### src/design/rsfr_pkg.sv
// rsfr_pkg: shared types and constants of the serial frame receiver
// (request and response payloads, configuration set, engine result struct)
// no dependencies
`timescale 1ns / 1ps

package rsfr_pkg;

   localparam int FRAME_BYTES      = 32;
   localparam int ADDR_W           = $clog2(FRAME_BYTES);
   localparam int SUM_BYTES        = 30;
   localparam int NUM_CHANNELS_DEF = 14;
   localparam int CSR_IDX_W        = 2;

   localparam logic [7:0]  HDR_FIRST  = 8'h20;
   localparam logic [7:0]  HDR_SECOND = 8'h40;
   localparam logic [15:0] SUM_SEED   = 16'hFFFF;

   localparam logic OP_BYTE = 1'b0;
   localparam logic OP_TICK = 1'b1;

   localparam logic [1:0] ST_OK        = 2'd0;
   localparam logic [1:0] ST_DISARMED  = 2'd1;
   localparam logic [1:0] ST_OUT_RANGE = 2'd2;
   localparam logic [1:0] ST_NO_SIGNAL = 2'd3;

   localparam logic [CSR_IDX_W-1:0] CSR_DISARM  = 2'd0;
   localparam logic [CSR_IDX_W-1:0] CSR_MIN     = 2'd1;
   localparam logic [CSR_IDX_W-1:0] CSR_MAX     = 2'd2;
   localparam logic [CSR_IDX_W-1:0] CSR_TIMEOUT = 2'd3;

   localparam logic [15:0] DISARM_RST  = 16'd1600;
   localparam logic [15:0] MIN_RST     = 16'd900;
   localparam logic [15:0] MAX_RST     = 16'd2100;
   localparam logic [15:0] TIMEOUT_RST = 16'd1000;

   typedef struct packed {
      logic       op;
      logic [7:0] data_byte;
   } req_type;

   typedef struct packed {
      logic [3:0]  channel_index;
      logic [15:0] channel_value;
      logic [1:0]  link_status;
      logic        last;
   } rsp_type;

   typedef struct packed {
      logic [15:0] disarm_threshold;
      logic [15:0] min_valid_value;
      logic [15:0] max_valid_value;
   } cfg_type;

   typedef struct packed {
      logic    valid;
      rsp_type data;
   } put_type;

endpackage

### src/design/rsfr_frame_mem.sv
// rsfr_frame_mem: 32 x 8 frame byte store, one write port, one registered read port
// depends on rsfr_pkg
`timescale 1ns / 1ps

module rsfr_frame_mem
   import rsfr_pkg::*;
(
   input  logic              clock,
   input  logic              wr_en,
   input  logic [ADDR_W-1:0] wr_addr,
   input  logic [7:0]        wr_data,
   input  logic [ADDR_W-1:0] rd_addr,
   output logic [7:0]        rd_data
);

   logic [7:0] mem [FRAME_BYTES];
   logic [7:0] rd_data_ff;

   always_ff @(posedge clock) begin
      if (wr_en) begin
         mem[wr_addr] <= wr_data;
      end
      rd_data_ff <= mem[rd_addr];
   end

   assign rd_data = rd_data_ff;

endmodule

### src/design/rsfr_frame_engine.sv
// rsfr_frame_engine: frame-end sequencer; one pass over the store for checksum
// and status, then, on a good checksum, one channel word at a time to the response slot
// depends on rsfr_pkg, reads the store through rsfr_frame_mem
`timescale 1ns / 1ps

module rsfr_frame_engine
   import rsfr_pkg::*;
#(
   parameter int NUM_CHANNELS = NUM_CHANNELS_DEF
)
(
   input  logic              clock,
   input  logic              reset,
   input  logic              start,
   input  cfg_type           cfg,
   input  logic              slot_free,
   output logic [ADDR_W-1:0] rd_addr,
   input  logic [7:0]        rd_data,
   output logic              busy,
   output put_type           put
);

   typedef enum logic [2:0] {
      S_IDLE,
      S_SUM,
      S_EMIT_LO,
      S_EMIT_HI,
      S_EMIT_PUT
   } state_type;

   state_type         state_ff;
   logic [ADDR_W-1:0] addr_ff;
   logic              issued_ff;
   logic              dv_ff;
   logic [ADDR_W-1:0] daddr_ff;
   logic [15:0]       sum_ff;
   logic [7:0]        lo_ff;
   logic              oor_ff;
   logic              dis_ff;
   logic [3:0]        ch_ff;

   logic [15:0]       word;
   logic [ADDR_W-1:0] ch_lo_addr;
   logic              ch_last;
   logic [1:0]        status;
   logic              stick_word;

   assign word       = {rd_data, lo_ff};
   assign ch_lo_addr = ADDR_W'({ch_ff, 1'b0}) + ADDR_W'(2);
   assign ch_last    = (ch_ff == 4'(NUM_CHANNELS - 1));
   assign status     = dis_ff ? ST_DISARMED : (oor_ff ? ST_OUT_RANGE : ST_OK);
   // high bytes of channels 0 to 3
   assign stick_word = (daddr_ff == ADDR_W'(3)) || (daddr_ff == ADDR_W'(5)) ||
                       (daddr_ff == ADDR_W'(7)) || (daddr_ff == ADDR_W'(9));

   always_comb begin
      unique case (state_ff)
         S_SUM:     rd_addr = addr_ff;
         S_EMIT_LO: rd_addr = ch_lo_addr;
         S_EMIT_HI,
         S_EMIT_PUT: rd_addr = ch_lo_addr + ADDR_W'(1);
         default:   rd_addr = '0;
      endcase
   end

   assign busy                   = (state_ff != S_IDLE);
   assign put.valid              = (state_ff == S_EMIT_PUT) && slot_free;
   assign put.data.channel_index = ch_ff;
   assign put.data.channel_value = word;
   assign put.data.link_status   = status;
   assign put.data.last          = ch_last;

   always_ff @(posedge clock) begin
      if (reset) begin
         state_ff <= S_IDLE;
         dv_ff    <= 1'b0;
      end else begin
         unique case (state_ff)
            S_IDLE: begin
               dv_ff <= 1'b0;
               if (start) begin
                  addr_ff   <= '0;
                  issued_ff <= 1'b0;
                  sum_ff    <= SUM_SEED;
                  oor_ff    <= 1'b0;
                  dis_ff    <= 1'b0;
                  ch_ff     <= '0;
                  state_ff  <= S_SUM;
               end
            end
            S_SUM: begin
               // issue side: one read address per cycle
               dv_ff    <= !issued_ff;
               daddr_ff <= addr_ff;
               if (!issued_ff) begin
                  addr_ff <= addr_ff + ADDR_W'(1);
                  if (addr_ff == ADDR_W'(FRAME_BYTES - 1)) begin
                     issued_ff <= 1'b1;
                  end
               end
               // data side: shared subtract and compares on the returning byte
               if (dv_ff) begin
                  if (daddr_ff < ADDR_W'(SUM_BYTES)) begin
                     sum_ff <= sum_ff - {8'd0, rd_data};
                  end
                  if (!daddr_ff[0]) begin
                     lo_ff <= rd_data;
                  end
                  if (stick_word && (word <= cfg.min_valid_value ||
                                     word >= cfg.max_valid_value)) begin
                     oor_ff <= 1'b1;
                  end
                  if (daddr_ff == ADDR_W'(11)) begin
                     dis_ff <= (word <= cfg.disarm_threshold);
                  end
                  // the sweep is fully issued here, so dv_ff drops above
                  if (daddr_ff == ADDR_W'(FRAME_BYTES - 1)) begin
                     state_ff <= (sum_ff == word) ? S_EMIT_LO : S_IDLE;
                  end
               end
            end
            S_EMIT_LO: begin
               state_ff <= S_EMIT_HI;
            end
            S_EMIT_HI: begin
               lo_ff    <= rd_data;
               state_ff <= S_EMIT_PUT;
            end
            S_EMIT_PUT: begin
               if (slot_free) begin
                  if (ch_last) begin
                     state_ff <= S_IDLE;
                  end else begin
                     ch_ff    <= ch_ff + 4'd1;
                     state_ff <= S_EMIT_LO;
                  end
               end
            end
            default: state_ff <= S_IDLE;
         endcase
      end
   end

   a_last_ends_frame: assert property (@(posedge clock) disable iff (reset)
      (put.valid && put.data.last) |=> !busy)
      else $error("engine still busy after the last channel");

   a_start_only_idle: assert property (@(posedge clock) disable iff (reset)
      (start && busy) |-> 1'b0)
      else $error("frame end while the engine is busy");

   a_sum_ends_at_checksum: assert property (@(posedge clock) disable iff (reset)
      (state_ff == S_SUM && dv_ff && daddr_ff == ADDR_W'(FRAME_BYTES - 1))
      |-> issued_ff)
      else $error("checksum word seen before the sweep was issued");

endmodule

### src/design/rc_serial_frame_receiver.sv
// rc_serial_frame_receiver: top level; header sync, frame byte capture,
// silence counter, control registers and the response register
// depends on rsfr_pkg, rsfr_frame_mem, rsfr_frame_engine
`timescale 1ns / 1ps

// channel   ports                          direction  carries
// request   req_valid req_stall req_data   in         byte or tick
// response  rsp_valid rsp_stall rsp_data   out        channel word or no-signal
// control   csr_wr_en csr_index csr_wdata  in         threshold and timeout writes
//
// a byte or tick is taken whenever req_stall is low; a request that finishes a frame
// keeps the block busy for the store sweep (one store read per cycle) and, on a good
// checksum, through EMIT_LO, EMIT_HI and EMIT_PUT per channel on the single read port
// reset is synchronous; the control registers return to their defaults
// a stalled response holds; a new request is taken while the response register is
// full unless the response side is stalling

module rc_serial_frame_receiver
   import rsfr_pkg::*;
#(
   parameter int NUM_CHANNELS = NUM_CHANNELS_DEF
)
(
   input  logic                 clock,
   input  logic                 reset,
   input  logic                 req_valid,
   output logic                 req_stall,
   input  req_type              req_data,
   output logic                 rsp_valid,
   input  logic                 rsp_stall,
   output rsp_type              rsp_data,
   input  logic                 csr_wr_en,
   input  logic [CSR_IDX_W-1:0] csr_index,
   input  logic [15:0]          csr_wdata
);

   cfg_type           cfg_ff;
   logic [15:0]       timeout_ff;
   logic [ADDR_W-1:0] pos_ff;
   logic [15:0]       silence_ff;
   logic [15:0]       silence_in;
   logic              reported_ff;
   logic              rsp_valid_ff;
   rsp_type           rsp_ff;

   logic              req_take;
   logic              is_byte;
   logic              hdr_bad;
   logic              store_byte;
   logic              frame_start;
   logic              tick_emit;
   logic              slot_free;
   logic              eng_busy;
   put_type           eng_put;
   logic [ADDR_W-1:0] rd_addr;
   logic [7:0]        rd_data;
   rsp_type           tick_rsp;

   assign req_stall = eng_busy || (rsp_valid_ff && rsp_stall);
   assign req_take  = req_valid && !req_stall;
   assign is_byte   = (req_data.op == OP_BYTE);
   assign hdr_bad   = ((pos_ff == ADDR_W'(0)) && (req_data.data_byte != HDR_FIRST)) ||
                      ((pos_ff == ADDR_W'(1)) && (req_data.data_byte != HDR_SECOND));
   assign store_byte  = req_take && is_byte && !hdr_bad;
   assign frame_start = store_byte && (pos_ff == ADDR_W'(FRAME_BYTES - 1));

   assign silence_in = (silence_ff == 16'hFFFF) ? silence_ff : silence_ff + 16'd1;
   assign tick_emit  = req_take && !is_byte && (silence_in >= timeout_ff) && !reported_ff;
   assign slot_free  = !rsp_valid_ff || !rsp_stall;

   assign tick_rsp.channel_index = 4'd0;
   assign tick_rsp.channel_value = 16'd0;
   assign tick_rsp.link_status   = ST_NO_SIGNAL;
   assign tick_rsp.last          = 1'b1;

   rsfr_frame_mem u_mem (
      .clock   (clock),
      .wr_en   (store_byte),
      .wr_addr (pos_ff),
      .wr_data (req_data.data_byte),
      .rd_addr (rd_addr),
      .rd_data (rd_data)
   );

   rsfr_frame_engine #(
      .NUM_CHANNELS (NUM_CHANNELS)
   ) u_engine (
      .clock     (clock),
      .reset     (reset),
      .start     (frame_start),
      .cfg       (cfg_ff),
      .slot_free (slot_free),
      .rd_addr   (rd_addr),
      .rd_data   (rd_data),
      .busy      (eng_busy),
      .put       (eng_put)
   );

   // control registers
   always_ff @(posedge clock) begin
      if (reset) begin
         cfg_ff.disarm_threshold <= DISARM_RST;
         cfg_ff.min_valid_value  <= MIN_RST;
         cfg_ff.max_valid_value  <= MAX_RST;
         timeout_ff              <= TIMEOUT_RST;
      end else if (csr_wr_en) begin
         unique case (csr_index)
            CSR_DISARM:  cfg_ff.disarm_threshold <= csr_wdata;
            CSR_MIN:     cfg_ff.min_valid_value  <= csr_wdata;
            CSR_MAX:     cfg_ff.max_valid_value  <= csr_wdata;
            CSR_TIMEOUT: timeout_ff              <= csr_wdata;
            default:     ;
         endcase
      end
   end

   // header sync and silence counter
   always_ff @(posedge clock) begin
      if (reset) begin
         pos_ff      <= '0;
         silence_ff  <= '0;
         reported_ff <= 1'b0;
      end else if (req_take) begin
         if (!is_byte) begin
            silence_ff <= silence_in;
            if (tick_emit) begin
               reported_ff <= 1'b1;
            end
         end else if (hdr_bad) begin
            pos_ff <= '0;
         end else if (frame_start) begin
            pos_ff      <= '0;
            silence_ff  <= '0;
            reported_ff <= 1'b0;
         end else begin
            pos_ff <= pos_ff + ADDR_W'(1);
         end
      end
   end

   // response register
   always_ff @(posedge clock) begin
      if (reset) begin
         rsp_valid_ff <= 1'b0;
      end else if (tick_emit) begin
         rsp_valid_ff <= 1'b1;
         rsp_ff       <= tick_rsp;
      end else if (eng_put.valid) begin
         rsp_valid_ff <= 1'b1;
         rsp_ff       <= eng_put.data;
      end else if (rsp_valid_ff && !rsp_stall) begin
         rsp_valid_ff <= 1'b0;
      end
   end

   assign rsp_valid = rsp_valid_ff;
   assign rsp_data  = rsp_ff;

   a_busy_stalls: assert property (@(posedge clock) disable iff (reset)
      eng_busy |-> req_stall)
      else $error("request taken while the frame engine is busy");

   a_no_overwrite: assert property (@(posedge clock) disable iff (reset)
      (rsp_valid_ff && rsp_stall) |-> !(tick_emit || eng_put.valid))
      else $error("response register overwritten while stalled");

   a_frame_clears: assert property (@(posedge clock) disable iff (reset)
      frame_start |=> (pos_ff == '0 && silence_ff == '0 && !reported_ff))
      else $error("frame end did not clear position and silence state");

   a_one_source: assert property (@(posedge clock) disable iff (reset)
      !(tick_emit && eng_put.valid))
      else $error("tick and frame engine loaded the response together");

endmodule

### config.mk
export PLATFORM = sky130hd
export DESIGN_NAME = rc_serial_frame_receiver
export DESIGN_NICKNAME = d
export VERILOG_FILES = /design/src/design/rsfr_pkg.sv /design/src/design/rsfr_frame_mem.sv /design/src/design/rsfr_frame_engine.sv /design/src/design/rc_serial_frame_receiver.sv
export SDC_FILE = /design/constraint.sdc
export NUM_CORES = 1
export LEC_CHECK = 0
export BUFFER_PORTS_ARGS = -buffer_cell sky130_fd_sc_hd__buf_4
export CORE_MARGIN = 5
export CORE_UTILIZATION = 29
export CTS_CLUSTER_DIAMETER = 200
export CTS_CLUSTER_SIZE = 40
export DETAILED_ROUTE_END_ITERATION = 16
export GPL_TIMING_DRIVEN = 0
export HOLD_SLACK_MARGIN = 0.03
export PLACE_DENSITY = 0.41
export SETUP_SLACK_MARGIN = 0.2
export SYNTH_ARGS = -nofsm -noshare
export SYNTH_HDL_FRONTEND = slang
export SYNTH_HIERARCHICAL = 1
export SYNTH_SLANG_ARGS = --single-unit
### constraint.sdc
create_clock -name clock -period 9.3 [get_ports clock]
set_input_delay 0.93 -clock clock [delete_from_list [all_inputs] [get_ports clock]]
set_output_delay 0.93 -clock clock [all_outputs]
set_load 0.05 [all_outputs]
After elaboration in Yosys (flattened, before gate mapping)
Memory sizes are Yosys's and may differ from the RTL's. A register that Yosys moved wholly into a read port is not among the register bits.
Cells that the tools add are included.
{"block": "totals", "memories": 1, "input_bits": 32, "latchBits": 0, "regBits": 155, "rom_bits": 0, "ram_bits": 256}
{"block": "op_classes", "order_cmp": 5, "n_bitwise": 2, "n_addsub": 7, "shift": 0, "eq_ne": 33, "n_mul": 0, "div": 0, "muxes": 50, "reduce_logical": 54}
{"name": "u_mem.mem", "depth": 32, "width": 8, "rd": 1, "rd_clocked_by_memory_dff": 1, "wr": 1, "line_no": "rsfr_frame_mem.sv:16", "source": "logic [7:0] mem [FRAME_BYTES];"}
{"cell": "16-bit 2-to-1 mux", "count": 7}
{"cell": "16-bit >= comparator", "count": 2}
{"cell": "16-bit <= comparator", "count": 2}
{"cell": "16-bit one-hot mux with 2 select lines", "count": 1}
{"cell": "23-bit 2-to-1 mux", "count": 1}
{"cell": "5-bit 2-to-1 mux", "count": 4}
{"cell": "5-bit AND reduction", "count": 4}
{"cell": "16-bit by 1-bit adder with 16-bit output (second input constant)", "count": 1}
{"cell": "16-bit == test", "count": 1}
{"cell": "16-bit == test (second input constant)", "count": 1}
{"cell": "8-bit 2-to-1 mux", "count": 2}
{"cell": "8-bit one-hot mux with 2 select lines", "count": 1}
{"cell": "4-bit AND reduction", "count": 4}
{"cell": "16-bit by 8-bit subtractor with 16-bit output", "count": 1}
{"cell": "5-bit by 1-bit adder with 5-bit output (second input constant)", "count": 3}
{"cell": "5-bit == test (second input constant)", "count": 3}
{"cell": "1-bit 2-to-1 mux", "count": 15}
{"cell": "3-bit one-hot mux with 5 select lines", "count": 1}
{"cell": "5-bit one-hot mux with 3 select lines", "count": 1}
{"cell": "2-bit by 1-bit != test with 1-bit output (second input constant)", "count": 7}
{"cell": "2-bit AND reduction", "count": 7}
{"cell": "1-bit logical AND", "count": 13}
{"cell": "3-bit 2-to-1 mux", "count": 4}
{"cell": "4-bit 2-to-1 mux", "count": 3}
{"cell": "other kinds (30)", "count": 62}

Logic depth before layout (Yosys ltp)
Gate-level depths: netlist of the first run.
{"block": "depth", "depth_word": 10, "depth_mapped": 13, "ltp_nobuf": 12}

Cells and area by module
Netlist of the first run, hierarchy kept.
{"mod": "rsfr_frame_mem", "n_inst": 1, "seq_area_each_um2": 7847.5, "cells_each": 417, "area_per_inst_um2": 10053.4}
{"mod": "rc_serial_frame_receiver", "n_inst": 1, "seq_area_each_um2": 2432.3, "cells_each": 576, "area_per_inst_um2": 5077.4}
{"mod": "rsfr_frame_engine", "n_inst": 1, "seq_area_each_um2": 1311.3, "cells_each": 424, "area_per_inst_um2": 3898.7}

Worst setup path after synthesis of the first run
Ideal clock, no wire load.
{"block": "synth_path", "kind": "register to register", "startpoint": "reg silence_ff[3]", "endpoint": "reg rsp_ff (netlist bit rsp_data[0]) (enable)", "required_time_ns": 8.918, "path_buffers": 1, "slack_ns": 5.125, "path_stages_with_launch": 13, "t_arrival_ns": 3.793, "path_cell_list": "dfxtp_1 nand4_4 or3_1 nor3_1 xnor2_1 nand2_1 ha_1 nand4_1 nor3_2 or4b_1 a311oi_4 buf_6 o21ba_1"}
{"block": "synth_via", "elab_chain_len": 7, "word_cells_on_any_way": 8, "cone_classes": "add/sub (1); order compare (1); eq/ne (1); mux (1); reduce/logical (4)"}
{"element": "from (decl)", "line_no": "rc_serial_frame_receiver.sv:40", "source": "logic [15:0] silence_ff;"}
{"element": "from (signal assigned)", "line_no": "rc_serial_frame_receiver.sv:125", "source": "silence_ff <= silence_in;"}
{"element": "16-bit by 1-bit adder with 16-bit output / 16-bit == test (equally long branches)", "line_no": "rc_serial_frame_receiver.sv:67", "source": "assign silence_in = (silence_ff == 16'hFFFF) ? silence_ff : silence_ff + 16'd1;"}
{"element": "16-bit 2-to-1 mux (*)", "line_no": "rc_serial_frame_receiver.sv:67"}
{"element": "16-bit >= comparator (*)", "line_no": "rc_serial_frame_receiver.sv:68", "source": "assign tick_emit = req_take && !is_byte && (silence_in >= timeout_ff) && !reported_ff;"}
{"element": "1-bit logical AND (*) (2 in series)", "line_no": "rc_serial_frame_receiver.sv:68"}
{"element": "2-bit nonzero test (no line) (*)"}
{"element": "2-bit AND reduction (no line) (*)"}
{"element": "to (signal assigned)", "line_no": "rc_serial_frame_receiver.sv:147", "source": "rsp_ff <= tick_rsp;"}
{"element": "to (signal assigned)", "line_no": "rc_serial_frame_receiver.sv:150", "source": "rsp_ff <= eng_put.data;"}
{"element": "to (decl)", "line_no": "rc_serial_frame_receiver.sv:44", "source": "rsp_type rsp_ff;"}
Mark *: on every way between the ends. The rest lies on a longest branch, timed or not.
A chain may end at the register's enable or synchronous reset.

Worst setup path in the final report of the first run
{"block": "layout_path", "startpoint": "reg silence_ff[3]", "endpoint": "reg rsp_ff (netlist bit rsp_data[10]) (enable)"}
Same word-level chain as after synthesis.

==> results.sh, run 1 <==
export IMPL_outcome="finished, final reports clean"
export IMPL_crit_start="silence_ff[3]$_SDFFE_PP0P_"
export IMPL_cts_buffers=14
export IMPL_fin_skew_ns=0.0365
export IMPL_crit_chain="nand4_4, or3_1, nor3_1, xnor2_1, nand2_1, ha_1, nand4_1, nor3_2, or4b_1, a311oi_4, buf_6, o21ba_1"
export IMPL_gp_congestion=0.776
export IMPL_synth_seq_area_share=0.609
export IMPL_ff2ff_setup_slack_ns=4.09
export IMPL_holdBufCountCts=0
export IMPL_hold_path_class="reg -> reg"
export IMPL_finalCritPeriodShare=0.560
export IMPL_routed_wirelength_um=50700
export IMPL_grt_usage=0.139
export IMPL_grt_pass1_vias=11300
export IMPL_syn_area_per_cell_um2=13.4
export IMPL_clock_sinks=419
export IMPL_path_delay_family="simple AND/OR/NAND/NOR gates"
export IMPL_drtPass1Iterations=4
export IMPL_max_freq_ghz=0.192
export IMPL_io_buffers=55
export IMPL_synth_warnings=6
export IMPL_required_ns=9.49
export IMPL_tightestPinTransition_ns=1.27
export IMPL_die_x_um=266
export IMPL_preCtsSetupSlack_ns=4.03
export IMPL_dr_first_iter_drc_count=613
export IMPL_syn_inst=1417
export IMPL_ys_seq_elements=419
export IMPL_grt_max_degree=42
export IMPL_synthFlopType="edfxtp_1"
export IMPL_yosysUniqueCellTypes=77
export IMPL_post_cts_buffers=0
export IMPL_relSlewSlack=0.151
export IMPL_die_h_um=266
export IMPL_grt_overflow=0
export IMPL_slew_violations=0
export IMPL_critPathKind="reg -> reg"
export IMPL_syn_area_um2=19000
export IMPL_tns_ns=0
export IMPL_power_total_uw=3010
export IMPL_dr_total_vias=11200
export IMPL_finalCriticalPeriod_ns=5.21
export IMPL_r2r_start="silence_ff[3]$_SDFFE_PP0P_"
export IMPL_synth_edf_count=320
export IMPL_start_util=0.291
export IMPL_setup_viol=0
export IMPL_grt_pass1_wl_um=74500
export IMPL_worst_path_stages=12
export IMPL_die_area_um2=70800
export IMPL_worst_path_buf_inv=1
export IMPL_cp_start_kind="register"
export IMPL_worstSkewPairLatency_ns=0.57
export IMPL_rows=94
export IMPL_syn_to_final_growth_pct=10.2
export IMPL_clockBufferDepth=3
export IMPL_routedWlPerCell_um=21.5
export IMPL_p_per_area_nw_per_um2=143
export IMPL_ir_drop_uv=108
export IMPL_routed_via_density=4.74
export IMPL_hold_violations=0
export IMPL_hold_ws_ns=0.465
export IMPL_routed_top_layer="met4"
export IMPL_worst_slack_ns=4.09
export IMPL_rsz0062_at_grt="false"
export IMPL_dp_hpwl_um=35500
export IMPL_num_io_pins=57
export IMPL_crit_slowest_cell="o21ba_1"
export IMPL_r2r_worst_path_cells=12
export IMPL_synthArstFlopShare=0
export IMPL_crit_path_end="rsp_data[10]$_SDFFCE_PP0P_"
export IMPL_final_nets=1603
export IMPL_met3_length_um=1700
export IMPL_drive_gt1_frac=0.152
export IMPL_wl_met1_um=24100
export IMPL_cts_resized=0
export IMPL_antenna_cells=0
export IMPL_h_tree_depth=1
export IMPL_antenna_found_initial=0
export IMPL_core_area_um2=65400
export IMPL_cap_violations=0
export IMPL_root_buffer="clkbuf_16"
export IMPL_worstSetupEndpointType="register"
export IMPL_ant_nets=0
export IMPL_wl_met2_um=24200
export IMPL_post_route_drc_count=0
export IMPL_crit_arrival_ns=5.40
export IMPL_crit_path_max_fanout=23
export IMPL_path_clk_slew_ns=0.15
export IMPL_synthesis_nets=1531
export IMPL_slowest_delay_ns=0.92
export IMPL_r2r_end="rsp_data[10]$_SDFFCE_PP0P_"
export IMPL_cts_tree="yes"
export IMPL_p_leak_uw=0.00704
worst min-delay path by stage:
stage,start,to,slack [ns],depth (start not counted)
after global routing,timeout_ff[4]$_SDFFE_PP0P_,timeout_ff[4]$_SDFFE_PP0P_,0.49,2
after global placement,cfg_ff[28]$_SDFFE_PP0P_,cfg_ff[28]$_SDFFE_PP0P_,0.44,2
after CTS,cfg_ff[31]$_SDFFE_PP0P_,cfg_ff[31]$_SDFFE_PP0P_,0.47,2
after detailed placement,timeout_ff[14]$_SDFFE_PP0P_,timeout_ff[14]$_SDFFE_PP0P_,0.45,2
final,cfg_ff[31]$_SDFFE_PP0P_,cfg_ff[31]$_SDFFE_PP0P_,0.47,2
after floorplan,cfg_ff[10]$_SDFFE_PP0P_,cfg_ff[10]$_SDFFE_PP0P_,0.44,2
tightest hold or removal path: stages, from the launching register on:
cell and delay [ns]:
dfxtp_1 0.34, nand2_1 0.05, a21oi_1 0.05
power breakdown:
group	leakage, uW	internal [uW]	total, uW	switching [uW]
logic	0.00318	32.9	107	74.2
clock network	0.000200	299	881	582
registers	0.00366	2010	2020	5.83
total	0.00704	2350	3010	662
cells by family (layout without fill, tap and decap cells):
kind of cell / Yosys count / after routing / share of synthesized area
flip-flops: 419 / 419 / 0.609
XOR/XNOR: 39 / 39 / 0.0180
adder cells (fa/ha/maj): 82 / 82 / 0.0543
multiplexers: 90 / 90 / 0.101
AND/OR/NAND/NOR: 433 / 433 / 0.114
buffers and inverters: 156 / 236 / 0.0364
AO/OA/AOI/OAI: 198 / 198 / 0.0671
final cells by class:
class | count | area (um2)
plain buffers | 68 | 362
clock inverters | 2 | 46.3
fillers | 6657 | 44400
flip-flops and latches | 419 | 11600
inverters | 88 | 330
clock buffers | 22 | 380
repair buffers | 56 | 428
multi-input cells | 842 | 6760
well taps | 864 | 1080
metal layers:
metal  vias to the layer above  global-route usage
met4                         0              0.0210
met3                        35              0.0157
li1                       5380                   -
met5                         -                   0
met1                      5613               0.199
met2                       169               0.234
cells in the final DEF, fill, tap and decap left out, types with 5 or more instances in the layout:
cell type / synthesis / final
nor3b_1: 5 / 5
inv_1: 87 / 87
a211oi_1: 6 / 6
o21ai_1: 6 / 6
mux2_2: 8 / 8
nand3_1: 25 / 25
nand3b_1: 18 / 18
a211o_1: 10 / 10
o21ai_0: 19 / 19
mux4_2: 80 / 80
or4_1: 7 / 7
xnor2_1: 15 / 15
o22ai_1: 6 / 6
nand2b_1: 8 / 8
clkbuf_16: 0 / 14
nor2b_1: 27 / 27
a31oi_1: 5 / 5
dfxtp_1: 99 / 99
edfxtp_1: 320 / 320
nor2_1: 88 / 88
a21o_1: 13 / 13
nand2_1: 164 / 164
nand4_1: 18 / 18
ha_1: 81 / 81
a21oi_1: 97 / 96
or3_1: 7 / 7
buf_1: 6 / 6
buf_4: 17 / 72
nor3_1: 13 / 13
nor4_1: 9 / 8
xor2_1: 24 / 24
and3_1: 14 / 14
clkbuf_1: 31 / 39
or2_2: 5 / 5
buf_2: 8 / 8
synth_stat cells (4+ instances only):
cell type,count,area share
edfxtp_1,320,0.50
nand2_1,164,0.032
dfxtp_1,99,0.10
a21oi_1,97,0.026
nor2_1,88,0.017
inv_1,87,0.017
ha_1,81,0.053
mux4_2,80,0.095
clkbuf_1,31,0.0061
nor2b_1,27,0.0089
nand3_1,25,0.0066
xor2_1,24,0.011
o21ai_0,19,0.0050
nand3b_1,18,0.0071
nand4_1,18,0.0059
buf_4,17,0.0067
xnor2_1,15,0.0069
and3_1,14,0.0046
a21o_1,13,0.0051
nor3_1,13,0.0034
a211o_1,10,0.0046
nor4_1,9,0.0030
buf_2,8,0.0021
mux2_2,8,0.0047
nand2b_1,8,0.0026
or3_1,7,0.0023
or4_1,7,0.0028
a211oi_1,6,0.0024
buf_1,6,0.0012
o21ai_1,6,0.0016
o22ai_1,6,0.0020
a31oi_1,5,0.0016
nor3b_1,5,0.0020
or2_2,5,0.0016
a22o_1,4,0.0018
buf_6,4,0.0024
or3b_2,4,0.0018
flip-flops by register name, summed over array words and instances (netlist names), 3 cells and up:
name	cells
cfg_ff	48
u_engine/state_ff	3
pos_ff	5
timeout_ff	16
rsp_data	23
u_engine/lo_ff	8
u_mem/rd_data	8
u_engine/sum_ff	16
u_engine/ch_ff	4
u_mem/mem	256
u_engine/addr_ff	5
u_engine/daddr_ff	5
silence_ff	16
through the flow:
step | area [um2] | util | std cells
finish | 21000 | 0.321 | 2361
global route | 21000 | 0.321 | 2361
CTS | 21000 | 0.321 | 2361
detailed placement | 20500 | 0.314 | 2337
global placement | 20500 | 0.314 | 2336
floorplan | 19000 | - | 1417
Note: power is estimated with default switching activity, not from simulation.
==> run 2, diff against run 1 <==
Settings changed: PLACE_DENSITY 0.41 to 0.43.
Clock period 9.3 ns to 4.7 ns, I/O delays scaled along.
==> run 2 against run 1 <==
Compared with the run above:
- register-to-register slack lost 3.6 ns
- clock power grew 96%
- sequential share of layout area shrank 0.066 points
- global-route usage shrank 0.49 points
- combinational power grew 98%
- design area grew 0.13%
- via count grew 1.6%
- power grew 97%
==> results.sh, run 2 (synthesis gave the netlist of run 1 again) <==
export IMPL_outcome="finished, final reports clean"
export IMPL_dr_first_iter_drc_count=707
export IMPL_required_ns=4.95
export IMPL_r2r_start="silence_ff[2]$_SDFFE_PP0P_"
export IMPL_fill_cells=6649
export IMPL_relSlewSlack=0.108
export IMPL_worst_path_buf_inv=2
export IMPL_p_seq_frac=0.673
export IMPL_h_tree_depth=1
export IMPL_core_area_um2=65400
export IMPL_placed_cell_area_um2=20500
export IMPL_max_freq_ghz=0.238
export IMPL_io_buffers=55
export IMPL_path_delay_family="simple AND/OR/NAND/NOR gates"
export IMPL_grt_max_degree=42
export IMPL_tns_ns=0
export IMPL_ff2ff_setup_slack_ns=0.50
export IMPL_worst_slack_ns=0.496
export IMPL_switching_share=0.218
export IMPL_clockBufferDepth=3
export IMPL_crit_chain="buf_2, nand4_4, or3_1, nor3_1, xnor2_1, nand2_1, ha_1, nand4_1, nor3_2, or4b_1, a311oi_4, buf_6, o21ba_4"
export IMPL_tightestPinTransition_ns=1.33
export IMPL_grt_usage=0.134
export IMPL_preCtsSetupSlack_ns=-0.544
export IMPL_ir_drop_uv=222
export IMPL_r2r_end="rsp_data[17]$_SDFFCE_PP0P_"
export IMPL_slowest_delay_ns=0.55
export IMPL_critPathKind="reg -> reg"
export IMPL_power_total_uw=5940
export IMPL_crit_path_end="rsp_data[17]$_SDFFCE_PP0P_"
export IMPL_worstSetupEndpointType="register"
export IMPL_grt_pass1_wl_um=72500
export IMPL_p_leak_uw=0.00703
export IMPL_layout_common_cells="edfxtp_1 (320), nand2_1 (164), dfxtp_1 (98), a21oi_1 (96), nor2_1 (88)"
export IMPL_cts_buffers=14
export IMPL_p_per_area_nw_per_um2=283
export IMPL_hold_path_class="in -> reg"
export IMPL_finalCriticalPeriod_ns=4.20
export IMPL_holdBufCountCts=0
export IMPL_cp_start_kind="register"
export IMPL_die_area_um2=70800
export IMPL_finalCritPeriodShare=0.895
export IMPL_crit_start="silence_ff[2]$_SDFFE_PP0P_"
export IMPL_rows=94
export IMPL_slew_violations=0
export IMPL_cts_tree="yes"
export IMPL_hold_violations=0
export IMPL_dp_hpwl_um=34800
export IMPL_gp_congestion=0.775
export IMPL_clock_sinks=419
export IMPL_dr_total_vias=11400
export IMPL_start_util=0.291
export IMPL_ant_nets=0
export IMPL_worstSkewPairLatency_ns=0.57
export IMPL_layout_commonest_cell="edfxtp_1"
export IMPL_path_clk_slew_ns=0.16
export IMPL_r2r_worst_path_cells=13
export IMPL_drive_gt1_frac=0.155
export IMPL_routed_via_density=4.81
export IMPL_hold_depth=2
export IMPL_cap_violations=0
export IMPL_antenna_found_initial=1
export IMPL_drtPass1Iterations=5
export IMPL_crit_arrival_ns=4.46
export IMPL_p_sw_uw=1290
export IMPL_syn_to_final_growth_pct=10.4
export IMPL_final_nets=1605
export IMPL_top_register="u_mem/mem"
export IMPL_p_int_uw=4640
export IMPL_worst_path_stages=13
export IMPL_crit_slowest_cell="or4b_1"
export IMPL_antenna_cells=0
export IMPL_p_comb_frac=0.036
export IMPL_grt_overflow=0
export IMPL_setup_viol=0
export IMPL_largest_reg_flops=256
export IMPL_routedWlPerCell_um=20.8
export IMPL_num_io_pins=57
export IMPL_fin_skew_ns=0.0363
export IMPL_die_h_um=266
export IMPL_crit_path_max_fanout=12
export IMPL_routed_wirelength_um=49200
export IMPL_grt_pass1_vias=11200
export IMPL_clkPwrFrac=0.291
export IMPL_post_route_drc_count=0
export IMPL_die_x_um=266
export IMPL_fin_area_um2=21000
export IMPL_rsz0062_at_grt="false"
export IMPL_root_buffer="clkbuf_16"
run 2: cell types whose count changed in the layout (fill, tap and decap cells not counted):
cell     previous run  this run
dfxtp_2             0         1
dfxtp_1            99        98
buf_8               1         0
o21ba_4             0         2
o21ba_1             1         0
buf_4              72        73
buf_6               4         5
run 2: final cells by class:
cell class	count	area, um2	share of cell area
multi-input combinational	843	6780	0.323
timing repair buffer	57	432	0.0206
buffer	68	362	0.0172
sequential	419	11600	0.552
inverter	88	330	0.0157
tap	864	1080	0.0515
clock buffer	22	380	0.0181
clock inverter	2	46.3	0.00220
run 2: worst min-delay path by stage:
stage / from / endpoint / slack, ns
floorplan: cfg_ff[10]$_SDFFE_PP0P_ / cfg_ff[10]$_SDFFE_PP0P_ / 0.44
global placement: timeout_ff[4]$_SDFFE_PP0P_ / timeout_ff[4]$_SDFFE_PP0P_ / 0.45
detailed placement: cfg_ff[15]$_SDFFE_PP0P_ / cfg_ff[15]$_SDFFE_PP0P_ / 0.45
CTS: csr_wdata[9] / timeout_ff[9]$_SDFFE_PP1P_ / 0.15
global route: csr_wdata[9] / timeout_ff[9]$_SDFFE_PP1P_ / 0.15
finish: csr_wdata[9] / timeout_ff[9]$_SDFFE_PP1P_ / 0.18
run 2: power by group through the flow:
stage,registers (uW),clock network (uW),logic (uW)
after floorplan,4080,0,98.3
after global placement,4080,0,210
after detailed placement,4080,0,215
after CTS,4000,1810,216
after global routing,4000,1930,237
final,4000,1730,212
run 2: per-layer routing:
layer,wire length [um],GRT usage,part of all wire,vias to the layer above
li1,-,-,-,5395
met1,23200,0.193,0.47,5769
met2,23700,0.226,0.48,171
met3,1630,0.0135,0.033,37
met4,758,0.0224,0.015,0
met5,0,0,0,-
run 2: timing repair:
item | in CTS | in global routing
resized for setup | 2 | 2
endpoints found under the setup margin | 23 | 23
gates cloned | 0 | 1
pin swaps | 1 | 0
setup buffers | 1 | 0
run 2: per-stage QoR:
stage / std cells / util / hold WS, ns
global route: 2363 / 0.321 / 0.155
finish: 2363 / 0.321 / 0.175
CTS: 2362 / 0.321 / 0.150
floorplan: 1417 / - / 0.436
global placement: 2336 / 0.314 / 0.446
detailed placement: 2337 / 0.314 / 0.448
